File: config.mk
export PLATFORM = sky130hd
export DESIGN_NAME = grc_front
export DESIGN_NICKNAME = d
export VERILOG_FILES = /design/src/hw/rtl/grc_pkg.sv /design/src/hw/rtl/grc_div.sv /design/src/hw/rtl/grc_front.sv
export SDC_FILE = /design/constraint.sdc
export NUM_CORES = 2
export LEC_CHECK = 0
export BUFFER_PORTS_ARGS = -buffer_cell sky130_fd_sc_hd__buf_2
export CORE_ASPECT_RATIO = 2
export CORE_MARGIN = 3
export CORE_UTILIZATION = 40
export CTS_BUF_LIST = sky130_fd_sc_hd__clkbuf_8 sky130_fd_sc_hd__clkbuf_16
export DETAILED_ROUTE_END_ITERATION = 7
export MAX_ROUTING_LAYER = met4
export PLACE_DENSITY = 0.65
export SYNTH_ARGS = -nofsm -noshare
export SYNTH_HDL_FRONTEND = slang
export SYNTH_HIERARCHICAL = 1
export SYNTH_SLANG_ARGS = --single-unit
export TNS_END_PERCENT = 30
File: constraint.sdc
create_clock -name clk_i -period 8.11 [get_ports clk_i]
set_clock_uncertainty 0.15 [all_clocks]
set_input_delay 1.2165 -clock clk_i [delete_from_list [all_inputs] [get_ports clk_i]]
set_output_delay 1.2165 -clock clk_i [all_outputs]
set_load 0.005 [all_outputs]
File: src/hw/rtl/grc_pkg.sv
// ----------------------------------------------------------------------------
// Grid ray cast package
// Constants, payload types and state encodings shared by the ray caster.
// ----------------------------------------------------------------------------
package grc_pkg;

  localparam int unsigned GRID_W     = 8;
  localparam int unsigned GRID_H     = 8;
  localparam int unsigned FRAC_BITS  = 12;
  localparam int unsigned ANGLE_BITS = 12;
  localparam int unsigned QBITS      = ANGLE_BITS - 2;

  localparam int unsigned POS_W      = 15;
  localparam int unsigned ANG_IN_W   = 12;
  localparam int unsigned DOUT_W     = 16;
  localparam int unsigned MAP_W      = 64;
  localparam int unsigned MAP_IW     = 6;

  localparam int unsigned MAG_W      = 16;
  localparam int unsigned Z_W        = 17;
  localparam int unsigned MUL_W      = 18;
  localparam int unsigned QUO_W      = FRAC_BITS + 17;
  localparam int unsigned DIV_CW     = $clog2(QUO_W);
  localparam int unsigned BUDGET     = GRID_W * GRID_H;
  localparam int unsigned CNT_W      = $clog2(BUDGET + 1);
  localparam int unsigned DIST_W     = QUO_W + CNT_W;
  localparam int unsigned GAP_W      = FRAC_BITS + 1;
  localparam int unsigned CELL_W     = POS_W - FRAC_BITS;
  localparam int unsigned ROW_W      = CELL_W + CNT_W + 2;
  localparam int unsigned X_W        = DIST_W + 2;
  localparam int unsigned CIDX_W     = $clog2(GRID_W);
  localparam int unsigned RIDX_W     = $clog2(GRID_H);

  // Quarter-wave sine polynomial coefficients
  localparam logic [MUL_W-1:0] POLY_A = MUL_W'(9279);
  localparam logic [MUL_W-1:0] POLY_B = MUL_W'(84095);
  localparam logic [MUL_W-1:0] POLY_C = MUL_W'(205887);

  localparam logic [DOUT_W-1:0] DIST_MAX = '1;

  typedef logic [ANGLE_BITS-1:0]  angle_t;
  typedef logic [QBITS:0]         qres_t;
  typedef logic signed [ROW_W-1:0] crd_t;
  typedef logic signed [X_W-1:0]  xpos_t;

  typedef struct packed {
    logic [POS_W-1:0]    origin_x;
    logic [POS_W-1:0]    origin_y;
    logic [ANG_IN_W-1:0] angle;
  } ray_req_t;

  typedef struct packed {
    logic [DOUT_W-1:0] distance;
    logic              hit;
  } ray_rsp_t;

  typedef struct packed {
    logic [POS_W-1:0]  px;
    logic [POS_W-1:0]  py;
    logic [MAG_W-1:0]  sm;
    logic [MAG_W-1:0]  cm;
    logic              sneg;
    logic              cneg;
    logic              h_act;
    logic              v_act;
    logic [QUO_W-1:0]  step_h;
    logic [QUO_W-1:0]  step_v;
    logic [DIST_W-1:0] dist_h;
    logic [DIST_W-1:0] dist_v;
    crd_t              row_h;
    crd_t              col_v;
  } job_t;

  typedef enum logic [2:0] {
    F_IDLE,
    F_TRIG,
    F_DIVGO,
    F_DIV,
    F_INIT,
    F_PUSH
  } front_state_e;

  typedef enum logic [1:0] {
    B_IDLE,
    B_MUL,
    B_STEP
  } back_state_e;

endpackage

File: src/hw/rtl/grc_div.sv
// ----------------------------------------------------------------------------
// Grid ray cast reciprocal divider
// Restoring divider, one quotient bit per cycle, of 2^(QUO_W-1) by a magnitude.
// ----------------------------------------------------------------------------
module grc_div (
  input  logic                          clk_i,
  input  logic                          rst_ni,
  input  logic                          start_i,
  input  logic [grc_pkg::MAG_W-1:0]     divisor_i,
  output logic                          busy_o,
  output logic [grc_pkg::QUO_W-1:0]     quotient_o
);

  logic                       busy_q, busy_d;
  logic [grc_pkg::DIV_CW-1:0] cnt_q, cnt_d;
  logic [grc_pkg::MAG_W-1:0]  rem_q, div_q;
  logic [grc_pkg::QUO_W-1:0]  quo_q;
  logic [grc_pkg::MAG_W:0]    shifted;
  logic                       ge;

  // The dividend has a single set bit at the top
  assign shifted = {rem_q, (cnt_q == grc_pkg::DIV_CW'(grc_pkg::QUO_W - 1))};
  assign ge      = shifted >= {1'b0, div_q};

  always_comb begin
    busy_d = busy_q;
    cnt_d  = cnt_q;
    if (start_i) begin
      busy_d = 1'b1;
      cnt_d  = grc_pkg::DIV_CW'(grc_pkg::QUO_W - 1);
    end else if (busy_q) begin
      if (cnt_q == '0) begin
        busy_d = 1'b0;
      end else begin
        cnt_d = cnt_q - grc_pkg::DIV_CW'(1);
      end
    end
  end

  always_ff @(posedge clk_i or negedge rst_ni) begin
    if (!rst_ni) begin
      busy_q <= 1'b0;
      cnt_q  <= '0;
    end else begin
      busy_q <= busy_d;
      cnt_q  <= cnt_d;
    end
  end

  always_ff @(posedge clk_i) begin
    if (start_i) begin
      rem_q <= '0;
      quo_q <= '0;
      div_q <= divisor_i;
    end else if (busy_q) begin
      rem_q <= ge ? grc_pkg::MAG_W'(shifted - {1'b0, div_q}) : grc_pkg::MAG_W'(shifted);
      quo_q <= {quo_q[grc_pkg::QUO_W-2:0], ge};
    end
  end

  assign busy_o     = busy_q;
  assign quotient_o = quo_q;

endmodule

File: src/hw/rtl/grc_front.sv
// ----------------------------------------------------------------------------
// Grid ray cast front end
// Take a request, evaluate sine and cosine, reciprocals and first crossings.
// ----------------------------------------------------------------------------
module grc_front (
  input  logic              clk_i,
  input  logic              rst_ni,
  input  logic              in_valid_i,
  output logic              in_ready_o,
  input  grc_pkg::ray_req_t in_req_i,
  output logic              job_valid_o,
  input  logic              job_ready_i,
  output grc_pkg::job_t     job_o
);

  grc_pkg::front_state_e state_q, state_d;
  logic [2:0]            step_q;
  logic                  div_start;
  logic                  busy_s, busy_c;
  logic [grc_pkg::QUO_W-1:0] quo_s, quo_c;

  logic [grc_pkg::POS_W-1:0] px_q, py_q;
  logic [grc_pkg::Z_W-1:0]   zs_q, zc_q, z2s_q, z2c_q;
  logic [grc_pkg::MUL_W-1:0] ts_q, tc_q;
  logic [grc_pkg::MAG_W-1:0] sm_q, cm_q;
  logic                      sneg_q, cneg_q;
  logic [grc_pkg::DIST_W-1:0] dist_h_q, dist_v_q;

  grc_pkg::angle_t           ang_s, ang_c;
  logic [1:0]                ph;
  logic                      ch;
  logic [grc_pkg::Z_W-1:0]   z_sel, z2_sel;
  logic [grc_pkg::MUL_W-1:0] t_sel, mul_a, mul_b;
  logic [2*grc_pkg::MUL_W-1:0] prod;

  logic [grc_pkg::GAP_W-1:0] gap_h, gap_v;
  logic [grc_pkg::GAP_W+grc_pkg::QUO_W-1:0] pg_h, pg_v;
  logic [grc_pkg::CELL_W-1:0] ix, iy;

  function automatic logic [grc_pkg::Z_W-1:0] quarter_z(grc_pkg::angle_t a);
    grc_pkg::qres_t r;
    r = {1'b0, a[grc_pkg::QBITS-1:0]};
    if (a[grc_pkg::QBITS]) begin
      r = grc_pkg::qres_t'(1 << grc_pkg::QBITS) - r;
    end
    return grc_pkg::Z_W'(r) << (16 - grc_pkg::QBITS);
  endfunction

  grc_div u_div_s (
    .clk_i, .rst_ni, .start_i(div_start), .divisor_i(sm_q),
    .busy_o(busy_s), .quotient_o(quo_s)
  );

  grc_div u_div_c (
    .clk_i, .rst_ni, .start_i(div_start), .divisor_i(cm_q),
    .busy_o(busy_c), .quotient_o(quo_c)
  );

  // Next state
  always_comb begin
    state_d = state_q;
    case (state_q)
      grc_pkg::F_IDLE:  if (in_valid_i) state_d = grc_pkg::F_TRIG;
      grc_pkg::F_TRIG:  if (step_q == 3'd7) state_d = grc_pkg::F_DIVGO;
      grc_pkg::F_DIVGO: state_d = grc_pkg::F_DIV;
      grc_pkg::F_DIV:   if (!busy_s && !busy_c) state_d = grc_pkg::F_INIT;
      grc_pkg::F_INIT:  state_d = grc_pkg::F_PUSH;
      grc_pkg::F_PUSH:  if (job_ready_i) state_d = grc_pkg::F_IDLE;
      default:          state_d = grc_pkg::F_IDLE;
    endcase
  end

  // Outputs
  always_comb begin
    in_ready_o  = 1'b0;
    job_valid_o = 1'b0;
    div_start   = 1'b0;
    case (state_q)
      grc_pkg::F_IDLE:  in_ready_o  = 1'b1;
      grc_pkg::F_DIVGO: div_start   = 1'b1;
      grc_pkg::F_PUSH:  job_valid_o = 1'b1;
      default: ;
    endcase
  end

  always_ff @(posedge clk_i or negedge rst_ni) begin
    if (!rst_ni) begin
      state_q <= grc_pkg::F_IDLE;
      step_q  <= '0;
    end else begin
      state_q <= state_d;
      if (state_q == grc_pkg::F_IDLE) begin
        step_q <= '0;
      end else if (state_q == grc_pkg::F_TRIG) begin
        step_q <= step_q + 3'd1;
      end
    end
  end

  // Shared polynomial multiplier: phase in step[2:1], sine or cosine in step[0]
  assign ang_s  = grc_pkg::angle_t'(in_req_i.angle);
  assign ang_c  = ang_s + grc_pkg::angle_t'(1 << grc_pkg::QBITS);
  assign ph     = step_q[2:1];
  assign ch     = step_q[0];
  assign z_sel  = ch ? zc_q : zs_q;
  assign z2_sel = ch ? z2c_q : z2s_q;
  assign t_sel  = ch ? tc_q : ts_q;

  always_comb begin
    case (ph)
      2'd0: begin
        mul_a = grc_pkg::MUL_W'(z_sel);
        mul_b = grc_pkg::MUL_W'(z_sel);
      end
      2'd1: begin
        mul_a = grc_pkg::POLY_A;
        mul_b = grc_pkg::MUL_W'(z2_sel);
      end
      2'd2: begin
        mul_a = grc_pkg::POLY_B - t_sel;
        mul_b = grc_pkg::MUL_W'(z2_sel);
      end
      default: begin
        mul_a = grc_pkg::MUL_W'(z_sel);
        mul_b = grc_pkg::POLY_C - t_sel;
      end
    endcase
  end

  assign prod = mul_a * mul_b;

  // First crossing gaps from the fractional part of the origin
  assign ix    = px_q[grc_pkg::POS_W-1:grc_pkg::FRAC_BITS];
  assign iy    = py_q[grc_pkg::POS_W-1:grc_pkg::FRAC_BITS];
  assign gap_h = sneg_q ? grc_pkg::GAP_W'(py_q[grc_pkg::FRAC_BITS-1:0])
                        : grc_pkg::GAP_W'(1 << grc_pkg::FRAC_BITS)
                          - grc_pkg::GAP_W'(py_q[grc_pkg::FRAC_BITS-1:0]);
  assign gap_v = cneg_q ? grc_pkg::GAP_W'(px_q[grc_pkg::FRAC_BITS-1:0])
                        : grc_pkg::GAP_W'(1 << grc_pkg::FRAC_BITS)
                          - grc_pkg::GAP_W'(px_q[grc_pkg::FRAC_BITS-1:0]);
  assign pg_h  = gap_h * quo_s;
  assign pg_v  = gap_v * quo_c;

  always_ff @(posedge clk_i) begin
    if (state_q == grc_pkg::F_IDLE && in_valid_i) begin
      px_q   <= in_req_i.origin_x;
      py_q   <= in_req_i.origin_y;
      zs_q   <= quarter_z(ang_s);
      zc_q   <= quarter_z(ang_c);
      sneg_q <= ang_s[grc_pkg::ANGLE_BITS-1];
      cneg_q <= ang_c[grc_pkg::ANGLE_BITS-1];
    end
    if (state_q == grc_pkg::F_TRIG) begin
      case (ph)
        2'd0: begin
          if (ch) z2c_q <= prod[16 +: grc_pkg::Z_W];
          else    z2s_q <= prod[16 +: grc_pkg::Z_W];
        end
        2'd1, 2'd2: begin
          if (ch) tc_q <= prod[16 +: grc_pkg::MUL_W];
          else    ts_q <= prod[16 +: grc_pkg::MUL_W];
        end
        default: begin
          if (ch) cm_q <= prod[17 +: grc_pkg::MAG_W];
          else    sm_q <= prod[17 +: grc_pkg::MAG_W];
        end
      endcase
    end
    if (state_q == grc_pkg::F_INIT) begin
      dist_h_q <= grc_pkg::DIST_W'(pg_h >> grc_pkg::FRAC_BITS);
      dist_v_q <= grc_pkg::DIST_W'(pg_v >> grc_pkg::FRAC_BITS);
    end
  end

  always_comb begin
    job_o.px     = px_q;
    job_o.py     = py_q;
    job_o.sm     = sm_q;
    job_o.cm     = cm_q;
    job_o.sneg   = sneg_q;
    job_o.cneg   = cneg_q;
    job_o.h_act  = sm_q != '0;
    job_o.v_act  = cm_q != '0;
    job_o.step_h = quo_s;
    job_o.step_v = quo_c;
    job_o.dist_h = dist_h_q;
    job_o.dist_v = dist_v_q;
    job_o.row_h  = sneg_q ? grc_pkg::crd_t'(iy) - grc_pkg::crd_t'(1)
                          : grc_pkg::crd_t'(iy) + grc_pkg::crd_t'(1);
    job_o.col_v  = cneg_q ? grc_pkg::crd_t'(ix) - grc_pkg::crd_t'(1)
                          : grc_pkg::crd_t'(ix) + grc_pkg::crd_t'(1);
  end

endmodule

======== Word-level counts from Yosys, hierarchy flattened ========
Cells that the tools add are included.
operators by class
  add/subtract/negate cells ............... 16
  multiply operators ...................... 3
  order comparisons ....................... 2
  equality and inequality tests ........... 16
  multiplexer cells ....................... 35
  bitwise operators ....................... 2
  reduce and logical (&&, ||, !) cells .... 24
operators with widths
  kind                                                                   number
  13-bit by 29-bit multiplier with 42-bit output                         2
  18-bit one-hot mux with 2 select lines                                 2
  17-bit by 16-bit greater-or-equal comparator with 1-bit output         2
  18-bit by 18-bit multiplier with 34-bit output                         1
  17-bit two-way mux                                                     2
  16-bit two-way mux                                                     2
  16-bit nonzero test                                                    2
  16-bit subtractor                                                      2
  5-bit two-way mux                                                      6
  13-bit two-way mux                                                     2
  13-bit by 12-bit subtractor with 13-bit output (first input constant)  2
  12-bit two-way mux                                                     2
  11-bit by 10-bit subtractor with 11-bit output (first input constant)  2
  10-bit two-way mux                                                     2
  18-bit two-way mux                                                     1
  3-bit two-way mux                                                      6
  3-bit one-hot mux with 6 select lines                                  1
  3-bit AND reduction                                                    6
  17-bit by 18-bit subtractor with 18-bit output (first input constant)  1
  18-bit subtractor (first input constant)                               1
  12-bit by 11-bit adder with 12-bit output (second input constant)      1
  2-bit inequality test (second input constant)                          6
  5-bit equality test (second input constant)                            2
  5-bit zero test                                                        2
  20 further kinds                                                       40
word-level totals
  register bits after elaboration ......... 356

======== Depth between registers and ports, before layout ========
  word-level depth ........................ 4
  mapped depth ............................ 36
  depth with buffers taken out ............ 31

======== By module ========
Netlist, hierarchy kept.
by module, submodules not included
  module              times used  cells each  area an instance (µm²)  sequential area each (µm²)
  grc_front           1           4,393       41,743.8                6,606.3
  grc_div at u_div_c  1           372         3,585.9                 1,531.5
  grc_div at u_div_s  1           355         3,468.3                 1,531.5

======== Least setup slack after synthesis ========
Ideal clock, no wire load.
  kind .................................... reg-to-reg
  start ................................... reg step_q[0]
  end ..................................... reg cm_q[8] (netlist bit), data pin
  setup time .............................. 0.281 ns
  arrival time ............................ 8.296 ns
  setup slack ............................. -0.617 ns
  stages on the path, launching flop included .. 36
  path buffers ............................ 5
  path through ............................ dfrtp_1 -> buf_4 -> buf_2 -> buf_2 -> buf_2 -> mux2i_1 -> ha_1 -> o21ai_0 -> nand2_1 -> nand2_1 -> xnor2_1 -> nand2_1 -> a31oi_1 -> clkbuf_1 -> nand2_1 -> fa_1 -> inv_1 -> fa_1 -> inv_1 -> fa_1 -> inv_1 -> fa_1 -> fa_1 -> inv_1 -> fa_1 -> inv_1 -> ha_1 -> inv_1 -> nor2_1 -> o21a_1 -> or2_1 -> a311o_1 -> a221o_1 -> a21o_1 -> a21oi_1 -> xnor2_1
between the ends
  cells in the longest elaborated chain, start to end .. 4
  elaborated cells on any way between the ends .. 8
  those cells by class .................... add/sub (2); mul (1); mux (5)
RTL lines
  what                                                                                 line                                RTL
  start, declared                                                                      grc_front.sv:17                     logic [2:0] step_q;
  start signal, assigned                                                               grc_front.sv:95                     step_q <= step_q + 3'd1;
  18-bit two-way mux                                                                   grc_front.sv:107                    assign t_sel = ch ? tc_q : ts_q;
  17-bit by 18-bit subtractor with 18-bit output or 18-bit subtractor (tied branches)  grc_front.sv:120, grc_front.sv:125
  18-bit one-hot mux with 2 select lines                                               grc_front.sv:110                    case (ph)
  18-bit by 18-bit multiplier with 34-bit output *                                     grc_front.sv:130                    assign prod = mul_a * mul_b;
  net prod, one bit                                                                    grc_front.sv:34                     logic [2*grc_pkg::MUL_W-1:0] prod;
  end signal, assigned                                                                 grc_front.sv:164                    if (ch) cm_q <= prod[17 +: grc_pkg::MAG_W];
  end, declared                                                                        grc_front.sv:25                     logic [grc_pkg::MAG_W-1:0] sm_q, cm_q;
The timed path passes the listed nets; every way through them passes the cells marked *.
A chain may end at the register's enable or synchronous reset.

======== Worst setup path after layout ========
  start ................................... reg step_q[0]
  end ..................................... reg tc_q[16] (netlist bit), data pin
between the ends
  cells in the longest elaborated chain, start to end .. 4
  elaborated cells on any way between the ends .. 8
  those cells by class .................... add/sub (2); mul (1); mux (5)
RTL lines
  what                                                                                 line                                RTL
  18-bit two-way mux                                                                   grc_front.sv:107
  17-bit by 18-bit subtractor with 18-bit output or 18-bit subtractor (tied branches)  grc_front.sv:120, grc_front.sv:125
  18-bit one-hot mux with 2 select lines                                               grc_front.sv:110
  18-bit by 18-bit multiplier with 34-bit output *                                     grc_front.sv:130
  net prod, one bit                                                                    grc_front.sv:34
  end signal, assigned                                                                 grc_front.sv:160                    if (ch) tc_q <= prod[16 +: grc_pkg::MUL_W];
  end, declared                                                                        grc_front.sv:24                     logic [grc_pkg::MUL_W-1:0] ts_q, tc_q;
Marked as above.

==> impl_metrics.ini <==
[routing]
drtPass1Iterations = 5
drc = 0
via_count = 36800
topRoutingLayerUsed = met4
route.met2.wl_mm = 78.5
wl_mm = 143
met3_length_mm = 7.29
drt-vias-per-instance = 5.27
ant_nets = 0
drtIter0Drc = 1814
wire_per_inst_um = 20.4
wl_met1_mm = 46.1

[clocking]
clk_pin_slew_ns = 0.08
tritoncts = built
numClockSinks = 355
root_buffer = clkbuf_16
clk_path_buf_depth = 3
h-tree-depth = 2
cts_made_buffers = 36
insertion_delay_ns = 0.61

[timing]
tightest_slew_ns = 1.08
rsz0062_at_grt = true
fin_crit_sh_pct = 99.6
setup-violations-final = 0
period_minus_slack_ns = 8.08
maxSlewViolCount = 0
fmax_mhz = 124
hold_viol_final = 0
maxSlewHeadroom_pct = 27.8

[worst_setup_path]
crit_path_end_kind = register
worstPathMaxFanout = 7
cp_slowest_stage_delay_ns = 0.50
path_class = register to register
crit_top_cell = fa_1
crit_arrival_ns = 8.37
cpMaxStageDelayCell = dfrtp_2
required_ns = 8.40
start_kind = register

[synth]
synthCells = 5120
synth_warnings = 6
synth_top_family_by_area = adder cells
synthAdderAreaFrac_pct = 42.8
async_reset_ff_share_pct = 5.07
synthFlopType = edfxtp_1
synth_cell_types = 97
synth-compound-area-share_pct = 6.38
synth_edf_count = 247
synth-simple-area-share_pct = 15.6
synth_xor_area_share_pct = 2.78
avgSynthCellArea_um2 = 9.53
ys_ff_latch = 355
netlist_area_um2 = 48800
ys_seq_area_share_pct = 19.8
muxShareOfSynthArea_pct = 2.49

[worst_hold_path]
hold_path.class = register to register

[placed_design]
io_buffers = 255
dpl-instance-area_um2 = 52900
dp_hpwl_mm = 115
gp_congestion = 0.995

[flow_run]
cap_violations = 0

[finish]
nNetsFinal = 6607
fillers = 11500
multiInputGateArea_um2 = 34900
regArea_um2 = 9670
final_area_um2 = 54700
syn2layout_area_growth_pct = 12.2
drive_gt1_share_pct = 13.3

[global_routing]
antenna_found_initial = 2
overflow = 0
grt_max_degree = 66
grt_pass1_wl_mm = 222
grt_pass1_vias = 40200
gr-usage-all-layers_pct = 23.6

[floorplanning]
die_h_um = 500
fp.dieArea_um2 = 126000
rows = 180
die_w_um = 253
io_pins = 268
coreArea_um2 = 121000
start_util_pct = 40.4

[run_status]
status = finished, final reports clean
[cells in the final DEF (no fill, tap or decap), types with 13 or more instances in the layout]
| cell | n |
|---|---|
| buf_4 | 211 |
| nand3_1 | 29 |
| and2_1 | 194 |
| nor3_1 | 35 |
| nor2_1 | 273 |
| xnor2_1 | 95 |
| buf_2 | 255 |
| nand4_1 | 18 |
| nand2b_1 | 57 |
| fa_1 | 842 |
| mux2_2 | 21 |
| a211oi_1 | 23 |
| dfrtp_1 | 15 |
| xnor2_2 | 13 |
| a21oi_1 | 104 |
| o21ai_0 | 47 |
| nor4_1 | 15 |
| inv_1 | 1013 |
| nand2_1 | 719 |
| o21a_1 | 30 |
| a31oi_1 | 17 |
| mux2i_1 | 87 |
| clkbuf_16 | 37 |
| edfxtp_1 | 247 |
| o21ai_1 | 17 |
| buf_12 | 13 |
| nor2b_1 | 175 |
| a21oi_2 | 17 |
| a21o_1 | 44 |
| dfxtp_1 | 90 |
| ha_1 | 305 |
| xor2_1 | 34 |
| and3_1 | 17 |
[logic make-up (layout without fill, tap and decap cells)]
| family | count (synthesis) | after routing |
|---|---|---|
| AND/OR/NAND/NOR | 1610 | 1610 |
| buffers and inverters | 1275 | 1573 |
| adder cells (fa/ha/maj) | 1160 | 1160 |
| AO/OA/AOI/OAI | 446 | 446 |
| flip-flops | 355 | 355 |
| XOR/XNOR | 155 | 155 |
| multiplexers | 118 | 118 |
| other | 1 | 14 |
[final cells by class]
cell class	count	area share, %
Antenna cell	2	0.00914
Clock inverter	30	0.569
Inverter	1020	6.99
Clock buffer	36	1.65
Sequential cell	355	17.7
Multi-Input combinational cell	3501	63.7
Tap cell	1547	3.54
Timing Repair Buffer	487	5.89
[Yosys cell counts, drive strengths merged, types with 7 or more instances]
library cell | instances | area, um2
o211ai | 11 | 87.6
inv | 1020 | 3830
ha | 313 | 3920
nor3 | 40 | 210
and4 | 10 | 90.1
o21a | 30 | 225
a311oi | 7 | 61.3
a31oi | 21 | 153
and3 | 18 | 113
a21boi | 7 | 52.6
or3 | 9 | 56.3
o21ai | 68 | 344
o21bai | 8 | 60.1
a21oi | 123 | 642
nor3b | 7 | 52.6
mux2i | 95 | 951
dfxtp | 90 | 1800
o311a | 7 | 70.1
nor4 | 17 | 106
and2 | 195 | 1220
nand4b | 7 | 61.3
buf | 58 | 369
nor2 | 282 | 1070
a221oi | 12 | 111
nand3 | 30 | 150
nand4 | 18 | 113
mux2 | 23 | 267
dfrtp | 18 | 450
o41ai | 8 | 77.6
fa | 847 | 17000
a211oi | 26 | 220
nand2b | 58 | 363
a21o | 46 | 345
nor2b | 177 | 1110
edfxtp | 247 | 7420
a211o | 8 | 70.1
xnor2 | 108 | 946
o31ai | 9 | 95.1
o22ai | 8 | 50.1
xor2 | 47 | 412
nand2 | 723 | 2720
clkbuf | 196 | 746
[final timing paths]
| path | startpoint | to | slack [ns] | cells after the start |
|---|---|---|---|---|
| setup / recovery | step_q[0]$_DFFE_PN0P_ | tc_q[16]$_DFFE_PP_ | 0.03 | 33 |
| hold / removal | sm_q[2]$_DFFE_PP_ | u_div_s/div_q[2]$_DFFE_PP_ | 0.34 | 0 |
| setup reg to reg | step_q[0]$_DFFE_PN0P_ | tc_q[16]$_DFFE_PP_ | 0.03 | 33 |
| hold reg to reg | sm_q[2]$_DFFE_PP_ | u_div_s/div_q[2]$_DFFE_PP_ | 0.34 | 0 |
| max in group asynchronous | rst_ni | u_div_c/busy_o$_DFF_PN0_ | 6.95 | 1 |
| min in group asynchronous | rst_ni | u_div_s/cnt_q[3]$_DFFE_PN0P_ | 0.45 | 1 |
[repair_timing]
item,4_1_cts,5_1_grt
pin swaps,1,48
hold buffers,0,0
resized for setup,8,100
setup buffers,1,16
endpoints found under the setup margin,49,78
gates cloned,0,1
[critical path: cells and delay by family (launching register included)]
| family | cells | cell delay [ns] |
|---|---|---|
| compound gates | 8 | 1.79 |
| xor+xnor | 1 | 0.31 |
| fa+ha+maj | 8 | 3.16 |
| buf+inv | 8 | 0.91 |
| flops | 1 | 0.50 |
| mux | 1 | 0.19 |
| simple gates | 7 | 0.86 |
[sequential cells by signal, summed over array words and instances (netlist names), 15 cells and up]
name	count
ts_q	18
u_div_c/quotient_o	29
dist_h_q	30
u_div_c/rem_q	16
px_q	15
sm_q	16
z2c_q	17
u_div_s/rem_q	16
cm_q	16
z2s_q	17
py_q	15
u_div_c/div_q	16
dist_v_q	30
u_div_s/div_q	16
tc_q	18
u_div_s/quotient_o	29
[metrics by stage]
| stage | hold slack, ns | cells | TNS [ns] | util [%] | setup slack, ns |
|---|---|---|---|---|---|
| finish | 0.341 | 6978 | 0 | 45.3 | 0.0347 |
| global placement | 0.304 | 6893 | -2.23 | 43.8 | -0.113 |
| CTS | 0.340 | 6960 | 0 | 44.8 | 0.00293 |
| floorplan | 0.287 | 5131 | 0 | - | 0.00661 |
| detailed placement | 0.321 | 6893 | -8.14 | 43.8 | -0.308 |
| global route | 0.358 | 6977 | -6.33 | 45.3 | -0.277 |
[per-layer routing]
metal  up-vias  track usage [%]
li1      16300                -
met1     18800             22.1
met2      1235             44.8
met3       479             3.07
met4         0             14.7
met5         -                -
Power is not shown: default switching activity piles up to over one toggle a cycle in this logic, so the estimate is an artifact.
